### src/design/gre_pkg.sv
// Shared types and codes for the graph reachability engine.
`default_nettype none

package gre_pkg;

   // Vertex id width and the number of ids it can name.
   localparam int IdWidth = 6;
   localparam int IdCount = 64;

   // Default vertex capacity.
   localparam int DefaultVertices = 64;

   // Request type codes.
   localparam logic [1:0] ReqInit   = 2'd0;
   localparam logic [1:0] ReqAdd    = 2'd1;
   localparam logic [1:0] ReqRemove = 2'd2;
   localparam logic [1:0] ReqQuery  = 2'd3;

   // Adjacency read address select codes.
   localparam logic [1:0] RdSelA    = 2'd0;
   localparam logic [1:0] RdSelB    = 2'd1;
   localparam logic [1:0] RdSelPick = 2'd2;

   // Adjacency write select codes.
   localparam logic WrSelA = 1'b0;
   localparam logic WrSelB = 1'b1;

   // Request beat.
   typedef struct packed {
      logic [1:0]         req_type;
      logic [IdCount-1:0] vertex_mask;
      logic [IdWidth-1:0] vertex_a;
      logic [IdWidth-1:0] vertex_b;
   } gre_req_type;

   // Response beat.
   typedef struct packed {
      logic status;
      logic path_found;
   } gre_rsp_type;

   // Commands from the controller to the datapath.
   typedef struct packed {
      logic       load;
      logic       init;
      logic       remove;
      logic       rd_en;
      logic [1:0] rd_sel;
      logic       wr_en;
      logic       wr_sel;
      logic       q_start;
      logic       q_expand;
      logic       set_res;
      logic       res_status;
      logic       res_found;
      logic       push;
   } gre_cmd_type;

   // Status from the datapath to the controller.
   typedef struct packed {
      logic [1:0] req_type;
      logic       a_ok;
      logic       b_ok;
      logic       same_ends;
      logic       pending_empty;
      logic       target_hit;
      logic       out_free;
   } gre_stat_type;

endpackage

`default_nettype wire

### src/design/gre_ctrl.sv
// Controller state machine for the graph reachability engine.
`default_nettype none

module gre_ctrl
   import gre_pkg::*;
(
   input  wire logic         clock,
   input  wire logic         reset,
   input  wire logic         req_valid,
   output      logic         req_ready,
   input  wire gre_stat_type stat,
   output      gre_cmd_type  cmd
);

   localparam logic [2:0] S_IDLE   = 3'd0;
   localparam logic [2:0] S_DECODE = 3'd1;
   localparam logic [2:0] S_ADD_A  = 3'd2;
   localparam logic [2:0] S_ADD_B  = 3'd3;
   localparam logic [2:0] S_PICK   = 3'd4;
   localparam logic [2:0] S_EXPAND = 3'd5;
   localparam logic [2:0] S_FINISH = 3'd6;

   logic [2:0] state_ff;
   logic [2:0] state_in;

   assign req_ready = (state_ff == S_IDLE);

   // Next state and command decode.
   always_comb begin
      state_in = state_ff;
      cmd      = '0;
      unique case (state_ff)
         S_IDLE: begin
            if (req_valid) begin
               cmd.load = 1'b1;
               state_in = S_DECODE;
            end
         end
         S_DECODE: begin
            cmd.set_res = 1'b1;
            state_in    = S_FINISH;
            unique case (stat.req_type)
               ReqInit: begin
                  cmd.init = 1'b1;
               end
               ReqAdd: begin
                  if (stat.a_ok && stat.b_ok) begin
                     cmd.set_res = 1'b0;
                     cmd.rd_en   = 1'b1;
                     cmd.rd_sel  = RdSelA;
                     state_in    = S_ADD_A;
                  end else begin
                     cmd.res_status = 1'b1;
                  end
               end
               ReqRemove: begin
                  if (stat.a_ok) begin
                     cmd.remove = 1'b1;
                  end else begin
                     cmd.res_status = 1'b1;
                  end
               end
               ReqQuery: begin
                  if (!(stat.a_ok && stat.b_ok)) begin
                     cmd.res_status = 1'b1;
                  end else if (stat.same_ends) begin
                     cmd.res_found = 1'b1;
                  end else begin
                     cmd.set_res = 1'b0;
                     cmd.q_start = 1'b1;
                     state_in    = S_PICK;
                  end
               end
               default: begin
                  cmd.res_status = 1'b1;
               end
            endcase
         end
         S_ADD_A: begin
            // Row a is in the read register; write it back and fetch row b.
            cmd.wr_en  = 1'b1;
            cmd.wr_sel = WrSelA;
            cmd.rd_en  = 1'b1;
            cmd.rd_sel = RdSelB;
            state_in   = S_ADD_B;
         end
         S_ADD_B: begin
            cmd.wr_en   = 1'b1;
            cmd.wr_sel  = WrSelB;
            cmd.set_res = 1'b1;
            state_in    = S_FINISH;
         end
         S_PICK: begin
            // Stop on a hit or an empty frontier, else fetch the next row.
            if (stat.target_hit) begin
               cmd.set_res   = 1'b1;
               cmd.res_found = 1'b1;
               state_in      = S_FINISH;
            end else if (stat.pending_empty) begin
               cmd.set_res = 1'b1;
               state_in    = S_FINISH;
            end else begin
               cmd.rd_en  = 1'b1;
               cmd.rd_sel = RdSelPick;
               state_in   = S_EXPAND;
            end
         end
         S_EXPAND: begin
            cmd.q_expand = 1'b1;
            state_in     = S_PICK;
         end
         S_FINISH: begin
            if (stat.out_free) begin
               cmd.push = 1'b1;
               state_in = S_IDLE;
            end
         end
         default: begin
            state_in = S_IDLE;
         end
      endcase
   end

   always_ff @(posedge clock) begin
      if (reset) begin
         state_ff <= S_IDLE;
      end else begin
         state_ff <= state_in;
      end
   end

endmodule

`default_nettype wire

### config.mk
export PLATFORM = sky130hd
export DESIGN_NAME = gre_ctrl
export DESIGN_NICKNAME = d
export VERILOG_FILES = /design/src/design/gre_pkg.sv /design/src/design/gre_ctrl.sv
export SDC_FILE = /design/constraint.sdc
export NUM_CORES = 1
export LEC_CHECK = 0
export ABC_CLOCK_PERIOD_IN_PS = 3100
export BUFFER_PORTS_ARGS = -buffer_cell sky130_fd_sc_hd__buf_2
export CAP_MARGIN = 15
export CORE_AREA = 5 5 42 44
export DETAILED_ROUTE_END_ITERATION = 8
export DIE_AREA = 0 0 47 49
export GPL_ROUTABILITY_DRIVEN = 0
export SYNTH_ARGS = -nofsm -noshare
export SYNTH_HDL_FRONTEND = slang
export SYNTH_SLANG_ARGS = --single-unit
### constraint.sdc
create_clock -name clock -period 3.1 [get_ports clock]
set_clock_uncertainty 0.15 [all_clocks]
set_input_delay 0.62 -clock clock [delete_from_list [all_inputs] [get_ports clock]]
set_output_delay 0.62 -clock clock [all_outputs]
set_load 0.05 [all_outputs]
==> results of run 1 <==
[layout make-up]
| type | instances | area [µm²] | share of cell area (%) |
|---|---|---|---|
| Timing Repair Buffer | 25 | 125.1 | 25.84 |
| Multi-Input combinational cell | 42 | 245.2 | 50.65 |
| Tap cell | 16 | 20.02 | 4.134 |
| Inverter | 2 | 7.507 | 1.550 |
| Clock buffer | 4 | 26.28 | 5.426 |
| Sequential cell | 3 | 60.06 | 12.40 |
[cell families after synthesis]
family / after synthesis / share of synthesized area, %
DFF: 3 / 18.75
and+or+nand+nor: 29 / 51.57
AOI/OAI and AO/OA: 13 / 25.00
buffers and inverters: 4 / 4.686
[routing by layer]
layer	vias up	part of all wire (%)
met1	187	46
met3	0	13
met2	24	41
met4	0	0
met5	-	0
li1	233	-
[worst register-to-register path: cells and delay by family, from the launching register on]
kind	cells	cell delay, ns
AOI/OAI and AO/OA	2	0.35
DFF	1	0.57
and+or+nand+nor	1	0.47
[metrics by stage]
stage	total power (W)	std cells	util (%)	worst slack, ns	hold WS [ns]
floorplan	0.0001886	49	-	0.1889	0.3552
global placement	0.0002273	88	32.68	0.6423	0.4224
detailed placement	0.0002277	88	32.68	0.6222	0.4065
CTS	0.0002994	92	34.55	0.5316	0.4122
global route	0.0003173	92	34.55	0.3928	0.4289
finish	0.0002965	92	34.55	0.5474	0.4214
[power breakdown]
group,leakage (nW),switching (W),internal (W)
registers,0.0248,0.0000181,0.0000453
logic,0.199,0.000118,0.0000446
clock network,0.0150,0.0000217,0.0000483
total,0.238,0.000158,0.000138
[layout by cell type (no fill, tap or decap), drive strengths merged]
cell type  netlist  routed
o21bai           1       1
or3b             1       1
clkbuf           2       4
or3              1       1
buf              0      25
dfxtp            3       3
a21oi            3       3
o311ai           1       1
and2b            1       1
nor3             4       4
nand3            1       1
nor2b            3       3
nand2b           1       1
and2             2       2
and3             1       1
a22oi            1       1
o21ai            4       4
inv              2       2
or4              2       2
nor2             5       5
a31oi            1       1
nor3b            1       1
nand4            1       1
nand3b           1       1
nand2            4       4
a211oi           2       2
[worst max-delay path by stage]
stage / start / end / slack (ns) / cells past startpoint
after CTS: state_ff[0] / cmd[11] / 0.53 / 3
final: state_ff[0] / cmd[11] / 0.55 / 3
after floorplan: state_ff[1] / cmd[13] / 0.19 / 3
after detailed placement: stat[5] / cmd[10] / 0.62 / 5
after global routing: state_ff[0] / cmd[11] / 0.39 / 3
after global placement: stat[5] / cmd[10] / 0.64 / 5
==> reports/qor.txt, run 1 <==
CP Cell Sequence - or3b_1 -> nor3_1 -> buf_2
final hold vios - 0
worst path bufs/invs - 1
Largest regs - state_ff (3)
Final min period - 2.553 ns
postcts setup bufs - 0
critical path arrival - 1.78 ns
synth warn - 0
number of flip-flops in the largest register - 3
die height - 49 µm
R2R Setup Slk - 1.48 ns
worst hold path endpoint - state_ff[2]
setup_tns - 0 ns
reg2reg end - state_ff[1]
die area - 2303 µm²
Clock Sinks - 3
io pins - 26
die width - 47 µm
Synth Instances - 49
CP peak stage delay - 0.57 ns
Final ANT Viol Nets - 0
initial antenna violation count - 0
critical path's slowest cell - dfxtp_1
Post-Route WL - 969 µm
Worst Hold Depth - 2
P&R area growth vs syn - 51.17%
average size of a mapped cell - 6.537 µm²
synth top area cells - dfxtp_1, nor3_1, o21ai_0
Crit Path Class - reg2out
DR vias/cell - 4.826
leading cell type by number of instances after synthesis - nor2_1
FF+latch count, synth - 3
r2r worst-path depth - 3
status - finished clean
Peak Freq - 391.8 MHz
placed inst area - 457.9 µm²
row count - 14
Final Cell Area - 484.2 µm²
asr flop ratio synth - 0%
aggregate global-route resource usage - 9.423%
Setup crit end kind - primary output
largest net degree at the start of global routing - 16
ant diodes - 0
Clock H-tree levels - 1
RR Startpoint - state_ff[0]
TritonCTS clock tree - done
# fillers - 162
Num CTS Buffers - 3
pwr/cell area - 612.2 nW/µm²
clock root buffer - clkbuf_4
top cells by count, synth - nor2_1, nand2_1, nor3_1, o21ai_0
Synth top area share - 18.75%
drt wl/cell - 10.53 µm
DR iter-0 viols - 6
met1 Use GR - 11.82%
MaxCap Viol Count - 0
Peak VDD IR - 0.0001768 V
vias in the first global route - 390
min-delay worst type - reg2reg
Post-DP HPWL - 757.6 µm
PortBufs - 25
Synth area leader - dfxtp_1
RSZ-0062 raised after global routing - no
slew at the pin with the worst max-slew slack - 0.4244 ns
Initial DRT Pass Iterations - 5
Remaining DRCs - 0
GRT overflow - 0
ratio of cells with drive above 1 in the final layout - 39.47%
first-pass GRT wire length - 1.573 mm
post-cts gate resize count - 0
grt met3 use - 3.321%
Post-synth EDFFs - 0
Main synth FF type - dfxtp_1
hold_sp - state_ff[2]
crit-path leading delay family - simple AND/OR/NAND/NOR gates
met2 GRT Util - 12.67%
worst-skew pair later-pin latency - 0.24 ns
GRT Max-Usage Layer - met2
most flop-heavy register - state_ff
Max Slew Vio Count - 0
Static Leak - 0.2384 nW
Rel. slew slack - 71.67%
CTS max path bufs - 2
synth unique cells - 27
hold buffers post-CTS - 0
Post-Syn Area - 320.3 µm²
effective utilization at floorplan - 22.86%
Seq/Total Area, Yosys - 18.75%
Critical Path RT - 2.33 ns
Total Nets Final - 88
crit path launch type - register
via count - 444
fin crit share - 82.34%
crit path max fanout - 15
CORE AREA - 1401 µm²
Reg clk slew, reported paths - 0.04 ns
setup violators final - 0
Synthesized Nets - 60
Power figures use the tool's default switching activity.
==> inputs of run 2 (changes only) <==
--- a/config.mk
+++ b/config.mk
@@ -5,7 +5,8 @@
 export SDC_FILE = /design/constraint.sdc
 export NUM_CORES = 1
 export LEC_CHECK = 0
-export ABC_CLOCK_PERIOD_IN_PS = 3100
+export ABC_AREA = 1
+export ABC_CLOCK_PERIOD_IN_PS = 2520
 export BUFFER_PORTS_ARGS = -buffer_cell sky130_fd_sc_hd__buf_2
 export CAP_MARGIN = 15
 export CORE_AREA = 5 5 42 44
==> constraint.sdc (replaced) <==
create_clock -name clock -period 2.52 [get_ports clock]
set_clock_uncertainty 0.15 [all_clocks]
set_input_delay 0.504 -clock clock [delete_from_list [all_inputs] [get_ports clock]]
set_output_delay 0.504 -clock clock [all_outputs]
set_load 0.05 [all_outputs]
==> run 2 against run 1 <==
Compared with the run above:
- utilization grew 3.9 points
- die area did not move
- sequential cell count unchanged
- global-route usage shrank 0.064 points
- combinational power rose to 3.7 times the previous value
- sequential share of layout area shrank 1.3 points
- wire length increased by 3.7%
- critical path type unchanged
- cell count rose by 23%
- clock power grew 22%
==> reports/qor.txt, run 2 <==
postcts setup bufs - 0 (unchanged)
Final ANT Viol Nets - 0 (unchanged)
Synth Instances - 68 (+39%)
min-delay worst type - in2reg
via count - 494 (+11%)
most common cell after layout, fill and taps aside - buf_2
status - finished clean
Reg clk slew, reported paths - 0.04 ns (about the same)
row count - 14 (unchanged)
Remaining DRCs - 0 (unchanged)
Largest regs - state_ff (3)
io pins - 26 (unchanged)
crit path launch type - register
post-cts gate resize count - 0 (unchanged)
DR vias/cell - 4.372 (-9.4%)
Peak VDD IR - 0.0007809 V (+340%)
average size of a mapped cell - 5.410 µm² (-17%)
Peak Freq - 468.8 MHz
Post-Syn Area - 367.9 µm² (+15%)
aggregate global-route resource usage - 9.360% (-0.064 points)
drt wl/cell - 8.894 µm (-16%)
Post-synth EDFFs - 0 (unchanged)
Synthesized Nets - 79 (+32%)
CORE AREA - 1401 µm² (unchanged)
worst-skew pair later-pin latency - 0.23 ns (about the same)
ant diodes - 0 (unchanged)
DR iter-0 viols - 2 (-4)
critical path arrival - 1.48 ns (-0.30 ns)
Post-Route WL - 1.005 mm (+3.7%)
initial antenna violation count - 0 (unchanged)
asr flop ratio synth - 0% (unchanged)
synth warn - 0 (unchanged)
most flop-heavy register - state_ff
hold buffers post-CTS - 0 (unchanged)
first-pass GRT wire length - 1.635 mm (+3.9%)
Main synth FF type - dfxtp_1
commonest cells after routing, fill and taps aside - buf_2, nand2_1, inv_1
Post-DP HPWL - 865.6 µm (+14%)
Synth top area share - 17.35% (-1.4 points)
clock root buffer - clkbuf_4
Max Slew Vio Count - 0 (unchanged)
top cells by count, synth - nand2_1, inv_1, nor2_1
Critical Path RT - 1.87 ns (-0.46 ns)
die area - 2303 µm² (unchanged)
Static Leak - 0.3464 nW (+45%)
slew at the pin with the worst max-slew slack - 0.3187 ns (-0.1057 ns)
CTS max path bufs - 2 (unchanged)
RSZ-0062 raised after global routing - no
P&R area growth vs syn - 46.60%
Crit Path Class - reg2out
Seq/Total Area, Yosys - 16.33% (-2.4 points)
PortBufs - 25 (unchanged)
synth top area cells - nand2_1, dfxtp_1, inv_1
number of flip-flops in the largest register - 3 (unchanged)
leading cell type by number of instances after synthesis - nand2_1
synth unique cells - 19 (-30%)
Clock Sinks - 3 (unchanged)
ratio of cells with drive above 1 in the final layout - 39.18% (-0.30 points)
GRT overflow - 0 (unchanged)
fin crit share - 84.64%
Total Nets Final - 109 (+24%)
final hold vios - 0 (unchanged)
MaxCap Viol Count - 0 (unchanged)
setup violators final - 0 (unchanged)
Clock H-tree levels - 1 (unchanged)
Synth area leader - nand2_1
largest net degree at the start of global routing - 8 (-8)
Setup crit end kind - primary output
effective utilization at floorplan - 26.25% (+3.4 points)
Final min period - 2.133 ns
vias in the first global route - 445 (+14%)
setup_tns - 0 ns (unchanged)
die width - 47 µm (unchanged)
die height - 49 µm (unchanged)
Initial DRT Pass Iterations - 2 (-3)
Fin Hold WS - 0.3797 ns (-0.04175 ns)
FF+latch count, synth - 3 (unchanged)
Rel. slew slack - 78.72% (+7.1 points)
# fillers - 185 (+14%)
Num CTS Buffers - 3 (unchanged)
multi-input logic area - 244.0 µm² (-0.51%)
crit path max fanout - 7 (-8)
sequential cell area - 60.06 µm² (unchanged)
TritonCTS clock tree - done
pwr/cell area - 1497 nW/µm² (+140%)
==> run 2: changes by cell type in the layout (fill, tap and decap cells not counted), moves of 3 or more <==
cell     change
nor2_1       +4
nand2_1     +13
nor2b_1      -3
inv_1       +11
o21ai_0      -4
inv_2        +3
nand3_1      +7
==> run 2: power breakdown <==
part | internal, W | switching (W) | leakage [nW]
registers | 0.0000704 | 0.0000466 | 0.0248
clock network | 0.0000594 | 0.0000259 | 0.0150
logic | 0.000147 | 0.000458 | 0.307
total | 0.000277 | 0.000530 | 0.346
==> run 2: per-stage QoR <==
stage	instances	instance area [µm²]	worst slack (ns)	util [%]	power, W
6_report	113	539.3	0.3870	38.48	0.0008075
4_1_cts	113	539.3	0.3577	38.48	0.0008223
3_5_place_dp	109	513.0	0.5384	36.61	0.0007283
2_1_floorplan	68	367.9	0.1113	-	0.0006042
5_1_grt	113	539.3	0.2585	38.48	0.0008802
3_3_place_gp	109	513.0	0.5473	36.61	0.0007273
==> run 2: area by class of cell <==
type                            instances  share of cell area (%)
Clock buffer                            4                   4.872
Inverter                               17                   11.83
Multi-Input combinational cell         48                   45.24
Sequential cell                         3                   11.14
Tap cell                               16                   3.712
Timing Repair Buffer                   25                   23.20
==> run 2: path summary, 6_finish.rpt <==
check / cells after the start / start / slack (ns) / end
worst max-delay path: 5 / state_ff[1] / 0.39 / cmd[10]
worst min-delay path: 4 / reset / 0.38 / state_ff[2]
worst max register to register: 7 / state_ff[1] / 1.29 / state_ff[1]
worst min register to register: 6 / state_ff[0] / 0.57 / state_ff[2]
==> run 2: per-layer routing <==
metal	part of all wire [%]	vias up	track usage (%)
li1	-	270	-
met1	44	201	11.62
met2	44	23	14.71
met3	13	0	2.214
met4	0	0	4.147
met5	0	-	0
==> run 2: logic make-up after synthesis <==
kind of cell	Yosys count	share of synthesized area, %
AOI/OAI and AO/OA	4	7.141
and+or+nand+nor	44	59.19
buffers and inverters	17	17.34
DFF	3	16.33
==> run 2: critical path: stages (launching register included) <==
cell and delay [ns]:
dfxtp_1 0.39, nor2_2 0.18, nand2_1 0.12, o21ai_2 0.16
o21bai_1 0.12, buf_2 0.28
